`config.mk`:
```
export PLATFORM = sky130hd
export DESIGN_NAME = length_prefixed_deframer_core
export DESIGN_NICKNAME = d
export VERILOG_FILES = /design/src/design/lpd_pkg.sv /design/src/design/length_prefixed_deframer_core.sv /design/src/design/lpd_parser.sv /design/src/design/lpd_out_reg.sv
export SDC_FILE = /design/constraint.sdc
export NUM_CORES = 1
export LEC_CHECK = 0
export ABC_AREA = 1
export BUFFER_PORTS_ARGS = -buffer_cell sky130_fd_sc_hd__buf_4
export CAP_MARGIN = 20
export CORE_UTILIZATION = 25
export CTS_CLUSTER_DIAMETER = 120
export DETAILED_ROUTE_END_ITERATION = 8
export SLEW_MARGIN = 20
export SYNTH_ARGS = -nofsm -noshare
export SYNTH_HDL_FRONTEND = slang
export SYNTH_HIERARCHICAL = 1
export SYNTH_SLANG_ARGS = --single-unit
```
`constraint.sdc`:
```
create_clock -name clock -period 7.9 [get_ports clock]
set_input_delay 1.185 -clock clock [delete_from_list [all_inputs] [get_ports clock]]
set_output_delay 1.185 -clock clock [all_outputs]
set_load 0.005 [all_outputs]
```
`src/design/lpd_pkg.sv`:
```
// Shared types and constants of the length-prefixed deframer.
package lpd_pkg;

   localparam int unsigned LenWidth = 32;
   localparam int unsigned ByteWidth = 8;
   localparam logic [LenWidth-1:0] MaxLengthReset = 32'd1048576;
   localparam logic [LenWidth-1:0] LenOne = 32'd1;

   typedef enum logic [1:0] {
      PH_HEADER,
      PH_COMMAND,
      PH_PAYLOAD,
      PH_DEAD
   } phase_type;

   typedef enum logic [1:0] {
      ST_DATA    = 2'd0,
      ST_EMPTY   = 2'd1,
      ST_INVALID = 2'd2
   } status_type;

   typedef struct packed {
      status_type           status;
      logic [ByteWidth-1:0] command;
      logic [ByteWidth-1:0] data_byte;
      logic                 last;
      logic [LenWidth-1:0]  frame_length;
   } result_type;

endpackage

```
`src/design/length_prefixed_deframer_core.sv`:
```
// Top level of the length-prefixed deframer: handshake glue, parser and result register.
//
// The request channel carries one byte of a framed stream per word. Each packet is a
// four-byte big-endian length, a command byte and length minus one payload bytes.
// The response channel gives one word per payload byte, tagged with the command, the
// packet length and a last flag. A packet of length one gives a single empty-packet
// word. A length of zero or above max_length gives one error word, after which every
// further byte is taken and dropped until reset.
// The user must write max_length through csr_write_enable and csr_write_data only
// while idle; the block does not enforce this. The result word of a byte shows in the
// cycle after the byte is taken. Throughput is one byte per cycle; the only limit is
// the single result register. The block stalls a request only while a result word
// waits and the receiver stalls, so req_stall follows rsp_stall through that register
// and nothing is ever lost. Synchronous reset returns the parser to the header phase,
// sets max_length to 1048576 and empties the result register.
module length_prefixed_deframer_core import lpd_pkg::*; (
   input  logic                 clock,
   input  logic                 reset,
   input  logic                 csr_write_enable,
   input  logic [LenWidth-1:0]  csr_write_data,
   input  logic                 req_valid,
   output logic                 req_stall,
   input  logic [ByteWidth-1:0] req_byte_in,
   output logic                 rsp_valid,
   input  logic                 rsp_stall,
   output logic [1:0]           rsp_status,
   output logic [ByteWidth-1:0] rsp_command,
   output logic [ByteWidth-1:0] rsp_data_byte,
   output logic                 rsp_last,
   output logic [LenWidth-1:0]  rsp_frame_length
);

   logic       word_accept;
   logic       can_load;
   logic       result_valid;
   result_type result;
   result_type out_result;

   // A request word is taken whenever the result register can absorb its result.
   assign req_stall = !can_load;
   assign word_accept = req_valid && can_load;

   lpd_parser u_parser (
      .clock            (clock),
      .reset            (reset),
      .csr_write_enable (csr_write_enable),
      .csr_write_data   (csr_write_data),
      .word_accept      (word_accept),
      .word_byte        (req_byte_in),
      .result_valid     (result_valid),
      .result           (result)
   );

   lpd_out_reg u_out_reg (
      .clock       (clock),
      .reset       (reset),
      .load        (word_accept),
      .load_valid  (result_valid),
      .load_result (result),
      .out_stall   (rsp_stall),
      .out_valid   (rsp_valid),
      .out_result  (out_result),
      .can_load    (can_load)
   );

   assign rsp_status = out_result.status;
   assign rsp_command = out_result.command;
   assign rsp_data_byte = out_result.data_byte;
   assign rsp_last = out_result.last;
   assign rsp_frame_length = out_result.frame_length;

   // An error word always closes the stream with zero command and data.
   assert property (@(posedge clock) disable iff (reset)
      rsp_valid && rsp_status == ST_INVALID |->
         rsp_last && rsp_command == '0 && rsp_data_byte == '0)
      else $error("error word carries command, data or no last flag");

   // An empty-packet word only comes from a length of one.
   assert property (@(posedge clock) disable iff (reset)
      rsp_valid && rsp_status == ST_EMPTY |-> rsp_last && rsp_frame_length == LenOne)
      else $error("empty-packet word with a length other than one");

   // Payload words only come from packets with at least one payload byte.
   assert property (@(posedge clock) disable iff (reset)
      rsp_valid && rsp_status == ST_DATA |-> rsp_frame_length > LenOne)
      else $error("payload word from a packet without payload");

   // Requests are held back only while a result word is waiting.
   assert property (@(posedge clock) disable iff (reset)
      req_stall |-> rsp_valid && rsp_stall)
      else $error("request stalled with the result register free");

endmodule

```
`src/design/lpd_parser.sv`:
```
// Framing state machine: gathers the length, checks it, latches the command, counts payload.
module lpd_parser import lpd_pkg::*; (
   input  logic                 clock,
   input  logic                 reset,
   input  logic                 csr_write_enable,
   input  logic [LenWidth-1:0]  csr_write_data,
   input  logic                 word_accept,
   input  logic [ByteWidth-1:0] word_byte,
   output logic                 result_valid,
   output result_type           result
);

   phase_type            phase_ff, phase_in;
   logic [1:0]           header_count_ff, header_count_in;
   logic [LenWidth-1:0]  length_accum_ff, length_accum_in;
   logic [LenWidth-1:0]  bytes_left_ff, bytes_left_in;
   logic [ByteWidth-1:0] held_command_ff, held_command_in;
   logic [LenWidth-1:0]  max_length_ff;
   logic [LenWidth-1:0]  shifted_len;
   logic                 len_bad;

   assign shifted_len = {length_accum_ff[LenWidth-ByteWidth-1:0], word_byte};
   assign len_bad = (shifted_len == '0) || (shifted_len > max_length_ff);

   always_comb begin
      phase_in = phase_ff;
      header_count_in = header_count_ff;
      length_accum_in = length_accum_ff;
      bytes_left_in = bytes_left_ff;
      held_command_in = held_command_ff;
      result_valid = 1'b0;
      result = '{status: ST_DATA, command: '0, data_byte: '0, last: 1'b0,
                 frame_length: length_accum_ff};
      if (word_accept) begin
         unique case (phase_ff)
            PH_HEADER: begin
               length_accum_in = shifted_len;
               header_count_in = header_count_ff + 2'd1;
               if (header_count_ff == 2'd3) begin
                  if (len_bad) begin
                     phase_in = PH_DEAD;
                     result_valid = 1'b1;
                     result.status = ST_INVALID;
                     result.last = 1'b1;
                     result.frame_length = shifted_len;
                  end else begin
                     phase_in = PH_COMMAND;
                  end
               end
            end
            PH_COMMAND: begin
               held_command_in = word_byte;
               if (length_accum_ff == LenOne) begin
                  phase_in = PH_HEADER;
                  result_valid = 1'b1;
                  result.status = ST_EMPTY;
                  result.command = word_byte;
                  result.last = 1'b1;
               end else begin
                  bytes_left_in = length_accum_ff - LenOne;
                  phase_in = PH_PAYLOAD;
               end
            end
            PH_PAYLOAD: begin
               result_valid = 1'b1;
               result.status = ST_DATA;
               result.command = held_command_ff;
               result.data_byte = word_byte;
               result.last = (bytes_left_ff <= LenOne);
               if (bytes_left_ff <= LenOne) begin
                  bytes_left_in = '0;
                  phase_in = PH_HEADER;
               end else begin
                  bytes_left_in = bytes_left_ff - LenOne;
               end
            end
            PH_DEAD: begin
               phase_in = PH_DEAD;
            end
            default: begin
               phase_in = PH_DEAD;
            end
         endcase
      end
   end

   always_ff @(posedge clock) begin
      if (reset) begin
         phase_ff <= PH_HEADER;
         header_count_ff <= '0;
         length_accum_ff <= '0;
         bytes_left_ff <= '0;
         held_command_ff <= '0;
         max_length_ff <= MaxLengthReset;
      end else begin
         phase_ff <= phase_in;
         header_count_ff <= header_count_in;
         length_accum_ff <= length_accum_in;
         bytes_left_ff <= bytes_left_in;
         held_command_ff <= held_command_in;
         if (csr_write_enable) begin
            max_length_ff <= csr_write_data;
         end
      end
   end

endmodule

```
`src/design/lpd_out_reg.sv`:
```
// Result register that holds one result word until the receiver takes it.
module lpd_out_reg import lpd_pkg::*; (
   input  logic       clock,
   input  logic       reset,
   input  logic       load,
   input  logic       load_valid,
   input  result_type load_result,
   input  logic       out_stall,
   output logic       out_valid,
   output result_type out_result,
   output logic       can_load
);

   logic       valid_ff, valid_in;
   result_type result_ff;

   // A new result may enter when the register is empty or is being emptied now.
   assign can_load = !valid_ff || !out_stall;

   always_comb begin
      valid_in = valid_ff;
      if (valid_ff && !out_stall) begin
         valid_in = 1'b0;
      end
      if (load && load_valid) begin
         valid_in = 1'b1;
      end
   end

   always_ff @(posedge clock) begin
      if (reset) begin
         valid_ff <= 1'b0;
      end else begin
         valid_ff <= valid_in;
      end
   end

   always_ff @(posedge clock) begin
      if (load && load_valid) begin
         result_ff <= load_result;
      end
   end

   assign out_valid = valid_ff;
   assign out_result = result_ff;

endmodule
```
* Yosys cells after proc, flatten, opt, wreduce, memory -nomap -nowiden *
Cells that the tools add are included.

storage, ports and cells
  word-level logic and storage cells = 67
  input port bits = 45
  output and inout port bits = 53
  register bits = 160

operators by class
  add/sub/neg operators = 3
  eq/ne operators = 8
  reduce and logical (&&, ||, !) cells = 17
  $lt $le $gt $ge = 2
  muxes and demuxes = 25

operators with widths
  kind                                                                     count
  32-bit 2-to-1 mux                                                        4
  33-bit 2-to-1 mux                                                        2
  32-bit case mux with 2 select lines                                      1
  32-bit by 1-bit subtractor with 32-bit output (second input constant)    2
  32-bit by 1-bit equality test with 1-bit output (second input constant)  1
  32-bit greater-than comparator                                           1
  32-bit by 1-bit <= comparator with 1-bit output (second input constant)  1
  32-bit zero test                                                         1
  8-bit case mux with 2 select lines                                       1
  2-bit 2-to-1 mux                                                         6
  9-bit 2-to-1 mux                                                         1
  2-bit case mux with 4 select lines                                       1
  2-bit equality test (second input constant)                              3
  1-bit 2-to-1 mux                                                         6
  1-bit case mux with 3 select lines                                       2
  2-bit AND reduction                                                      3
  3-bit AND reduction                                                      2
  2-bit by 1-bit != test with 1-bit output (second input constant)         2
  2-bit case mux with 2 select lines                                       1
  2-bit nonzero test                                                       2
  1-bit logical AND                                                        3
  1-bit zero test                                                          3
  2-bit by 1-bit adder with 2-bit output (second input constant)           1
  2-bit by 1-bit equality test with 1-bit output (second input constant)   1
  3 further kinds                                                          4

* Depth between registers and ports, before layout *
Gate-level depths: netlist (run 1).

  depth after elaboration = 8
  mapped depth = 19
  mapped depth without buffers = 19

* Cells and area by module *
The synthesis (run 1) kept the hierarchy.

modules (own cells, without submodules)
  module                         times used  cells an instance  sequential area each (um^2)  area each (um^2)
  lpd_parser                     1           1113               2162.1                       7282.0
  lpd_out_reg                    1           56                 1551.5                       1574.0
  length_prefixed_deframer_core  1           3                  0.0                          11.3

* Worst setup path after synthesis (run 1) *
No wires, ideal clock.

  path type = input port to flip-flop
  from = input req_byte_in[7]
  to = register u_out_reg.result_ff (netlist bit u_out_reg/out_result[0]), enable pin
  data arrival time = 3535 ps
  stages on the path = 15
  buffers on the path = 0
  data required time = 7495 ps
  setup time = 405 ps
  setup slack = 3960 ps
  path through = ha_1 nand2_1 nor2_1 nand2_1 nand2_1 nand2_1 nand2_1 nand2_1 nand2_1 nand2_1 a21oi_4 nand2_1 a21oi_1 nand2_1 inv_1

between the ends
  longest elaborated chain between the ends = 7
  elaborated cells between the ends (all ways) = 8
  those cells by class = order compare: 1; mux: 4; reduce/logical: 3

ends and longest elaborated chain
  what                                                                       RTL line                             text
  start, declared                                                            length_prefixed_deframer_core.sv:23  input logic [ByteWidth-1:0] req_byte_in,
  32-bit greater-than comparator / 32-bit zero test (equally long branches)  lpd_parser.sv:23                     assign len_bad = (shifted_len == '0) || (shifted_len > max_length_ff);
  1-bit logical OR *                                                         lpd_parser.sv:23
  1-bit 2-to-1 mux *                                                         lpd_parser.sv:40                     if (len_bad) begin
  1-bit 2-to-1 mux *                                                         lpd_parser.sv:39                     if (header_count_ff == 2'd3) begin
  1-bit case mux with 3 select lines *                                       lpd_parser.sv:35                     unique case (phase_ff)
  1-bit 2-to-1 mux *                                                         lpd_parser.sv:34                     if (word_accept) begin
  via result_valid                                                           length_prefixed_deframer_core.sv:35  logic result_valid;
  1-bit logical AND *                                                        lpd_out_reg.sv:39                    if (load && load_valid) begin
  end signal, assigned                                                       lpd_out_reg.sv:40                    result_ff <= load_result;
  end, declared                                                              lpd_out_reg.sv:15                    result_type result_ff;

Mark *: on every way through the listed nets, which the timed path passes. The rest lies on a longest branch.
A chain may end at the register's enable or synchronous reset.

* Worst setup path after layout (run 1) *
  from = input req_byte_in[7]
  to = register u_out_reg.result_ff (netlist bit u_out_reg/out_result[25]), enable pin

The elaborated chain is that of the path after synthesis.

==> results.sh, run 1 <==
export IMPL_outcome="finished, final reports clean"
export IMPL_hold_viol_final=0
export IMPL_cts_resized=0
export IMPL_cpMostUsedCell="nand2_1"
export IMPL_io_buffers=97
export IMPL_power_mw=4.34
export IMPL_hold_buffers=0
export IMPL_worst_path_max_fanout=51
export IMPL_relSlewSlack_pct=39.3
export IMPL_synthAdderAreaFrac_pct=5.79
export IMPL_seq_area_frac_synth_pct=41.9
export IMPL_multiInputGateArea_um2=4320
export IMPL_crit_path_max_incr_delay_ps=700
export IMPL_internal_power_mw=2.33
export IMPL_synthesis_area_um2=8870
export IMPL_nNetsFinal=1324
export IMPL_ys_top_cells_by_area="dfxtp_1, edfxtp_1, nand2_1"
export IMPL_dpl_cell_count=1674
export IMPL_synthMuxAreaShare_pct=0
export IMPL_synth_xor_area_share_pct=3.06
export IMPL_tightest_slew_ps=909
export IMPL_synth_top_family_by_area="simple AND/OR/NAND/NOR gates"
export IMPL_synth_area_per_cell_um2=7.57
export IMPL_syn2layout_area_growth_pct=18.7
export IMPL_synthFlopType="dfxtp_1"
export IMPL_synth_edff_count=51
export IMPL_combPwrFrac_pct=50.1
export IMPL_worstSetupPathType="primary input to flip-flop"
export IMPL_seq_area_um2=3710
export IMPL_synthArstFlopShare_pct=0
export IMPL_finalCriticalPeriod_ps=4040
export IMPL_numCtsBuffers=17
export IMPL_fin_cells=1706
export IMPL_first_pass_iters=8
export IMPL_slew_viol_final=0
export IMPL_viasPerCell=4.76
export IMPL_yosys_area_top_type="dfxtp_1"
export IMPL_antenna_cells=0
export IMPL_die_area_um2=36200
export IMPL_p_seq_share_pct=30.1
export IMPL_top_level_ports=98
export IMPL_final_cell_mix="nand2_1, inv_1, a21oi_1"
export IMPL_cts_tree="yes"
export IMPL_holdCritPathClass="flip-flop to flip-flop"
export IMPL_antenna_found_initial=1
export IMPL_gr_total_overflow=0
export IMPL_ys_ff_latch=160
export IMPL_synth_cells=1172
export IMPL_worst_ep_arrival_time_ps=4090
export IMPL_ant_nets=0
export IMPL_post_cts_buffers=0
export IMPL_cts_clk_slew_worst_paths_ps=60
export IMPL_nFillCells=3744
export IMPL_die_h_um=190
export IMPL_cpLargestDelayFamily="simple AND/OR/NAND/NOR gates"
export IMPL_initial_core_util_pct=25.5
export IMPL_mostFrequentLayoutCell="nand2_1"
export IMPL_dp_hpwl_um=18200
export IMPL_rsz0062_at_grt="false"
export IMPL_clock_path_buffers=2
export IMPL_r2r_start="u_parser/length_accum_ff[15]"
export IMPL_grt_pass1_wl_um=40500
export IMPL_max_freq_mhz=248
export IMPL_grt_usage_pct=14.2
export IMPL_power_density_nw_per_um2=412
export IMPL_required_ps=7950
export IMPL_vias=8113
export IMPL_cts_max_level=4
export IMPL_grt_max_degree=60
export IMPL_insertion_delay_ps=420
export IMPL_clockRootBuffer="clkbuf_16"
export IMPL_power_share_clock_pct=19.8
export IMPL_crit_chain="buf_4 -> ha_1 -> nand2_1 -> nor2_1 -> nand2_1 -> nand2_1 -> nand2_1 -> nand2_1 -> nand2_1 -> nand2_1 -> nand2_1 -> a21oi_4 -> nand2_1 -> a21oi_1 -> nand2_1 -> clkinv_2"
export IMPL_ir_worst_vdd_mv=0.181
export IMPL_switching_share_pct=46.3
export IMPL_synth_simple_area_share_pct=23.2
export IMPL_holdWs_ps=463
export IMPL_place_gp_congestion=0.906
export IMPL_wl_per_cell_um=14.9
export IMPL_cp_end_kind="flip-flop"
export IMPL_placementRows=68
export IMPL_route_detailed_drc=0
export IMPL_p_switching_mw=2.01
export IMPL_finalWorstSetupSlack_ps=3860
export IMPL_syn_nets=1258
export IMPL_tns_ps=0
export IMPL_cts_sinks=160
export IMPL_drive_gt1_share_pct=12.9
export IMPL_start_kind="primary input"
export IMPL_grt_pass1_vias=7573
export IMPL_path_buf_inv=2
export IMPL_dpl_worst_slack_ps=3260
export IMPL_synth_cell_type_count=44
export IMPL_hold_path_startpoint="u_parser/max_length_ff[30]"
export IMPL_yosys_warnings=6
export IMPL_drt_iter0_markers=605
export IMPL_leakage_nw=4.58
export IMPL_skew_ps=9.62
export IMPL_startpoint="req_byte_in[7]"
export IMPL_wirelength_um=25500
export IMPL_synth_top_area_share_pct=24.6
export IMPL_core_um2=34700
export IMPL_period_share_pct=51.1
export IMPL_die_w_um=190
export IMPL_setup_viol=0
export IMPL_synth_compound_area_share_pct=16.7
export IMPL_crit_path_top_delay_cell="a21oi_4"
export IMPL_drv_cap=0
==> metrics by stage <==
stage               instance area [um2]  util [%]
CTS                               10500      30.3
global placement                   9920      28.6
finish                            10500      30.3
floorplan                          8870         -
global route                      10500      30.3
detailed placement                 9920      28.6
==> power by group through the flow <==
stage,sequential [mW],clock (mW),combinational (mW)
floorplan,1.21,0,1.74
global placement,1.31,0,2.12
detailed placement,1.31,0,2.15
CTS,1.30,0.876,2.17
global route,1.33,0.913,2.48
finish,1.30,0.860,2.17
==> sequential cells by signal, summed over array words and instances, names as in the netlist <==
name / count
u_out_reg/out_result: 51
u_parser/bytes_left_ff: 32
u_parser/length_accum_ff: 32
u_parser/max_length_ff: 32
u_parser/held_command_ff: 8
u_parser/header_count_ff: 2
u_parser/phase_ff: 2
u_out_reg/out_valid: 1
==> area by class of cell <==
cell class / count / share of cell area [%]
tap: 455 / 5.41
clock buffer: 23 / 4.26
sequential: 160 / 35.3
inverter: 144 / 5.17
multi-input combinational: 812 / 41.1
timing repair buffer: 103 / 7.35
clock inverter: 9 / 1.47
==> Yosys cell counts, types with 4 or more instances <==
cell	instances
nand2_2	4
nor2_2	4
nand4_1	48
nor3_1	18
xnor2_1	5
nand2_1	210
buf_6	8
o22ai_1	5
nand3_1	29
clkbuf_1	36
nor4_1	6
nor2_4	7
clkinv_1	4
o21ai_0	118
dfxtp_1	109
ha_1	41
inv_2	4
buf_2	7
nor2_1	125
inv_1	135
a211oi_1	8
xor2_1	26
edfxtp_1	51
a21oi_1	133
==> logic make-up (layout without fill, tap and decap cells) <==
logic type,count (synthesis),count (layout)
compound gates,279,279
xor+xnor,31,31
fa+ha+maj,41,41
buf+inv,200,279
flops,160,160
simple gates,461,461
==> path summary, 6_finish.rpt <==
check	to	slack (ps)	cells past startpoint
worst max register to register	u_out_reg/out_result[25]	4020	13
worst min-delay path	u_parser/max_length_ff[30]	460	2
worst min register to register	u_parser/max_length_ff[30]	460	2
worst max-delay path	u_out_reg/out_result[25]	3860	16
==> worst min-delay path, delay by kind of cell (launching register included) <==
family	cells	cell delay (ps)
buf+inv	1	60
flops	1	300
compound gates	1	60
==> per-layer routing <==
metal	part of all wire (%)	routed length [um]	GRT usage [%]	vias up
met4	1.6	395	4.22	2
met1	46	11700	18.7	3786
met3	5.6	1430	2.76	32
met5	0.039	10	0	-
li1	-	-	-	4044
met2	47	12000	23.3	249
No activity file was read; power rests on OpenSTA's default activity.
==> run 2, diff against run 1 <==
Clock period 7.9 ns to 3.7 ns, I/O delays scaled along.
==> run 2 against run 1 <==
Compared with the run above: register-to-register slack got worse by 3400 ps; global-route usage barely moved; critical path depth fell by 3; clock skew increased by 6.3 ps; critical path type is now flip-flop to flip-flop; sequential share of layout area about the same; critical endpoint is now u_out_reg/out_result[0]; die area stayed put; flip-flop and latch count unchanged; clock power rose by 93%; sequential power rose by 110%; utilization barely moved; worst hold slack got worse by 130 ps; cell area about the same.
==> results.sh, run 2 (synthesis results as in run 1) <==
export IMPL_hold_path_startpoint="csr_write_data[20]"
export IMPL_ir_worst_vdd_mv=0.385
export IMPL_cts_clk_slew_worst_paths_ps=70
export IMPL_p_switching_mw=4.38
export IMPL_p_seq_share_pct=30.1
export IMPL_mostFrequentLayoutCell="nand2_1"
export IMPL_clock_path_buffers=2
export IMPL_route_detailed_drc=0
export IMPL_finalCriticalPeriod_ps=3050
export IMPL_power_share_clock_pct=18.2
export IMPL_internal_power_mw=4.77
export IMPL_syn2layout_area_growth_pct=18.7
export IMPL_nNetsFinal=1331
export IMPL_vias=8142
export IMPL_holdCritPathClass="primary input to flip-flop"
export IMPL_r2r_start="u_parser/length_accum_ff[0]"
export IMPL_gr_total_overflow=0
export IMPL_outcome="finished, final reports clean"
export IMPL_hold_viol_final=0
export IMPL_hold_buffers=0
export IMPL_io_buffers=97
export IMPL_startpoint="u_parser/length_accum_ff[0]"
export IMPL_grt_max_degree=60
export IMPL_final_cell_mix="nand2_1, inv_1, a21oi_1"
export IMPL_die_h_um=190
export IMPL_top_level_ports=98
export IMPL_cts_max_level=4
export IMPL_worst_ep_arrival_time_ps=3240
export IMPL_rsz0062_at_grt="false"
export IMPL_cts_sinks=160
export IMPL_drt_iter0_markers=654
export IMPL_holdWs_ps=332
export IMPL_antenna_cells=0
export IMPL_initial_core_util_pct=25.5
export IMPL_combPwrFrac_pct=51.8
export IMPL_worst_path_max_fanout=33
export IMPL_switching_share_pct=47.9
export IMPL_clockRootBuffer="clkbuf_16"
export IMPL_die_w_um=190
export IMPL_post_cts_buffers=0
export IMPL_place_gp_congestion=0.891
export IMPL_start_kind="flip-flop"
export IMPL_numCtsBuffers=17
export IMPL_leakage_nw=4.58
export IMPL_tightest_slew_ps=971
export IMPL_placementRows=68
export IMPL_core_um2=34700
export IMPL_ant_nets=0
export IMPL_setup_viol=0
export IMPL_grt_pass1_vias=7561
export IMPL_first_pass_iters=5
export IMPL_cts_resized=0
export IMPL_drive_gt1_share_pct=13.8
export IMPL_wirelength_um=25500
export IMPL_required_ps=3890
export IMPL_antenna_found_initial=0
export IMPL_dp_hpwl_um=18100
export IMPL_viasPerCell=4.75
export IMPL_die_area_um2=36200
export IMPL_period_share_pct=82.4
export IMPL_largest_reg_flops=51
export IMPL_nFillCells=3715
export IMPL_insertion_delay_ps=440
export IMPL_max_freq_mhz=328
export IMPL_cp_end_kind="flip-flop"
export IMPL_power_density_nw_per_um2=869
export IMPL_slew_viol_final=0
export IMPL_cts_tree="yes"
export IMPL_skew_ps=15.9
export IMPL_worstSetupPathType="flip-flop to flip-flop"
export IMPL_grt_usage_pct=14.2
export IMPL_wl_per_cell_um=14.9
export IMPL_grt_pass1_wl_um=40500
export IMPL_tns_ps=0
export IMPL_drv_cap=0
export IMPL_relSlewSlack_pct=35.1
==> run 2: changes by cell type in the layout (fill, tap and decap cells not counted), moves of 2 or more <==
cell        before  now
buf_4          103  109
bufinv_16        4    0
clkbuf_1         6    2
inv_6            2    6
clkinv_2         3    1
clkinv_4         0    2
clkinvlp_4       1    3
==> run 2: power groups by stage <==
stage               clock network [mW]  logic [mW]  registers (mW)
global placement                     0        4.63            2.78
floorplan                            0        3.72            2.59
detailed placement                   0        4.67            2.78
CTS                               1.70        4.71            2.74
finish                            1.66        4.74            2.75
global route                      1.78        5.40            2.81
==> run 2: layout make-up <==
cell class | count | area, um2 | area share [%]
Multi-Input combinational cell | 812 | 4320 | 41.0
Sequential cell | 160 | 3710 | 35.3
Timing Repair Buffer | 110 | 838 | 7.96
Tap cell | 455 | 569 | 5.41
Inverter | 144 | 543 | 5.16
Clock buffer | 20 | 447 | 4.24
Clock inverter | 12 | 97.6 | 0.927
==> run 2: path summary, 6_finish.rpt <==
check,to,slack (ps),cells past startpoint
worst max-delay path,u_out_reg/out_result[0],650,13
worst min-delay path,u_parser/max_length_ff[20],330,3
worst max register to register,u_out_reg/out_result[0],650,13
worst min register to register,u_parser/max_length_ff[24],460,2
==> run 2: per-stage QoR <==
stage | std cells | area [um2] | utilization [%] | power [mW] | setup slack [ps]
6_report | 1713 | 10500 | 30.3 | 9.15 | 653
5_1_grt | 1713 | 10500 | 30.3 | 9.98 | 386
3_5_place_dp | 1681 | 9980 | 28.8 | 7.45 | 592
4_1_cts | 1713 | 10500 | 30.3 | 9.16 | 683
3_3_place_gp | 1681 | 9980 | 28.8 | 7.41 | 607
2_1_floorplan | 1172 | 8870 | - | 6.31 | 390
==> run 2: layer usage <==
layer  vias up  global-route usage, %  wire (um)
met3        28                   2.96       1510
met2       260                   22.5      11600
li1       4067                      -          -
met5         -                      0          0
met1      3787                   19.6      12100
met4         0                   3.57        320
==> run 2: worst max-delay path: stages, from the launching register on <==
cell     delay, ps
dfxtp_1        450
inv_1          110
ha_1           210
nand2_1        110
inv_2           90
nand2_4         80
nor2_4         100
nand2_2         90
nor2_4         200
nand3_2        140
nand2_1        120
nand4_2        720
nand2_1        310
nand2_1         80
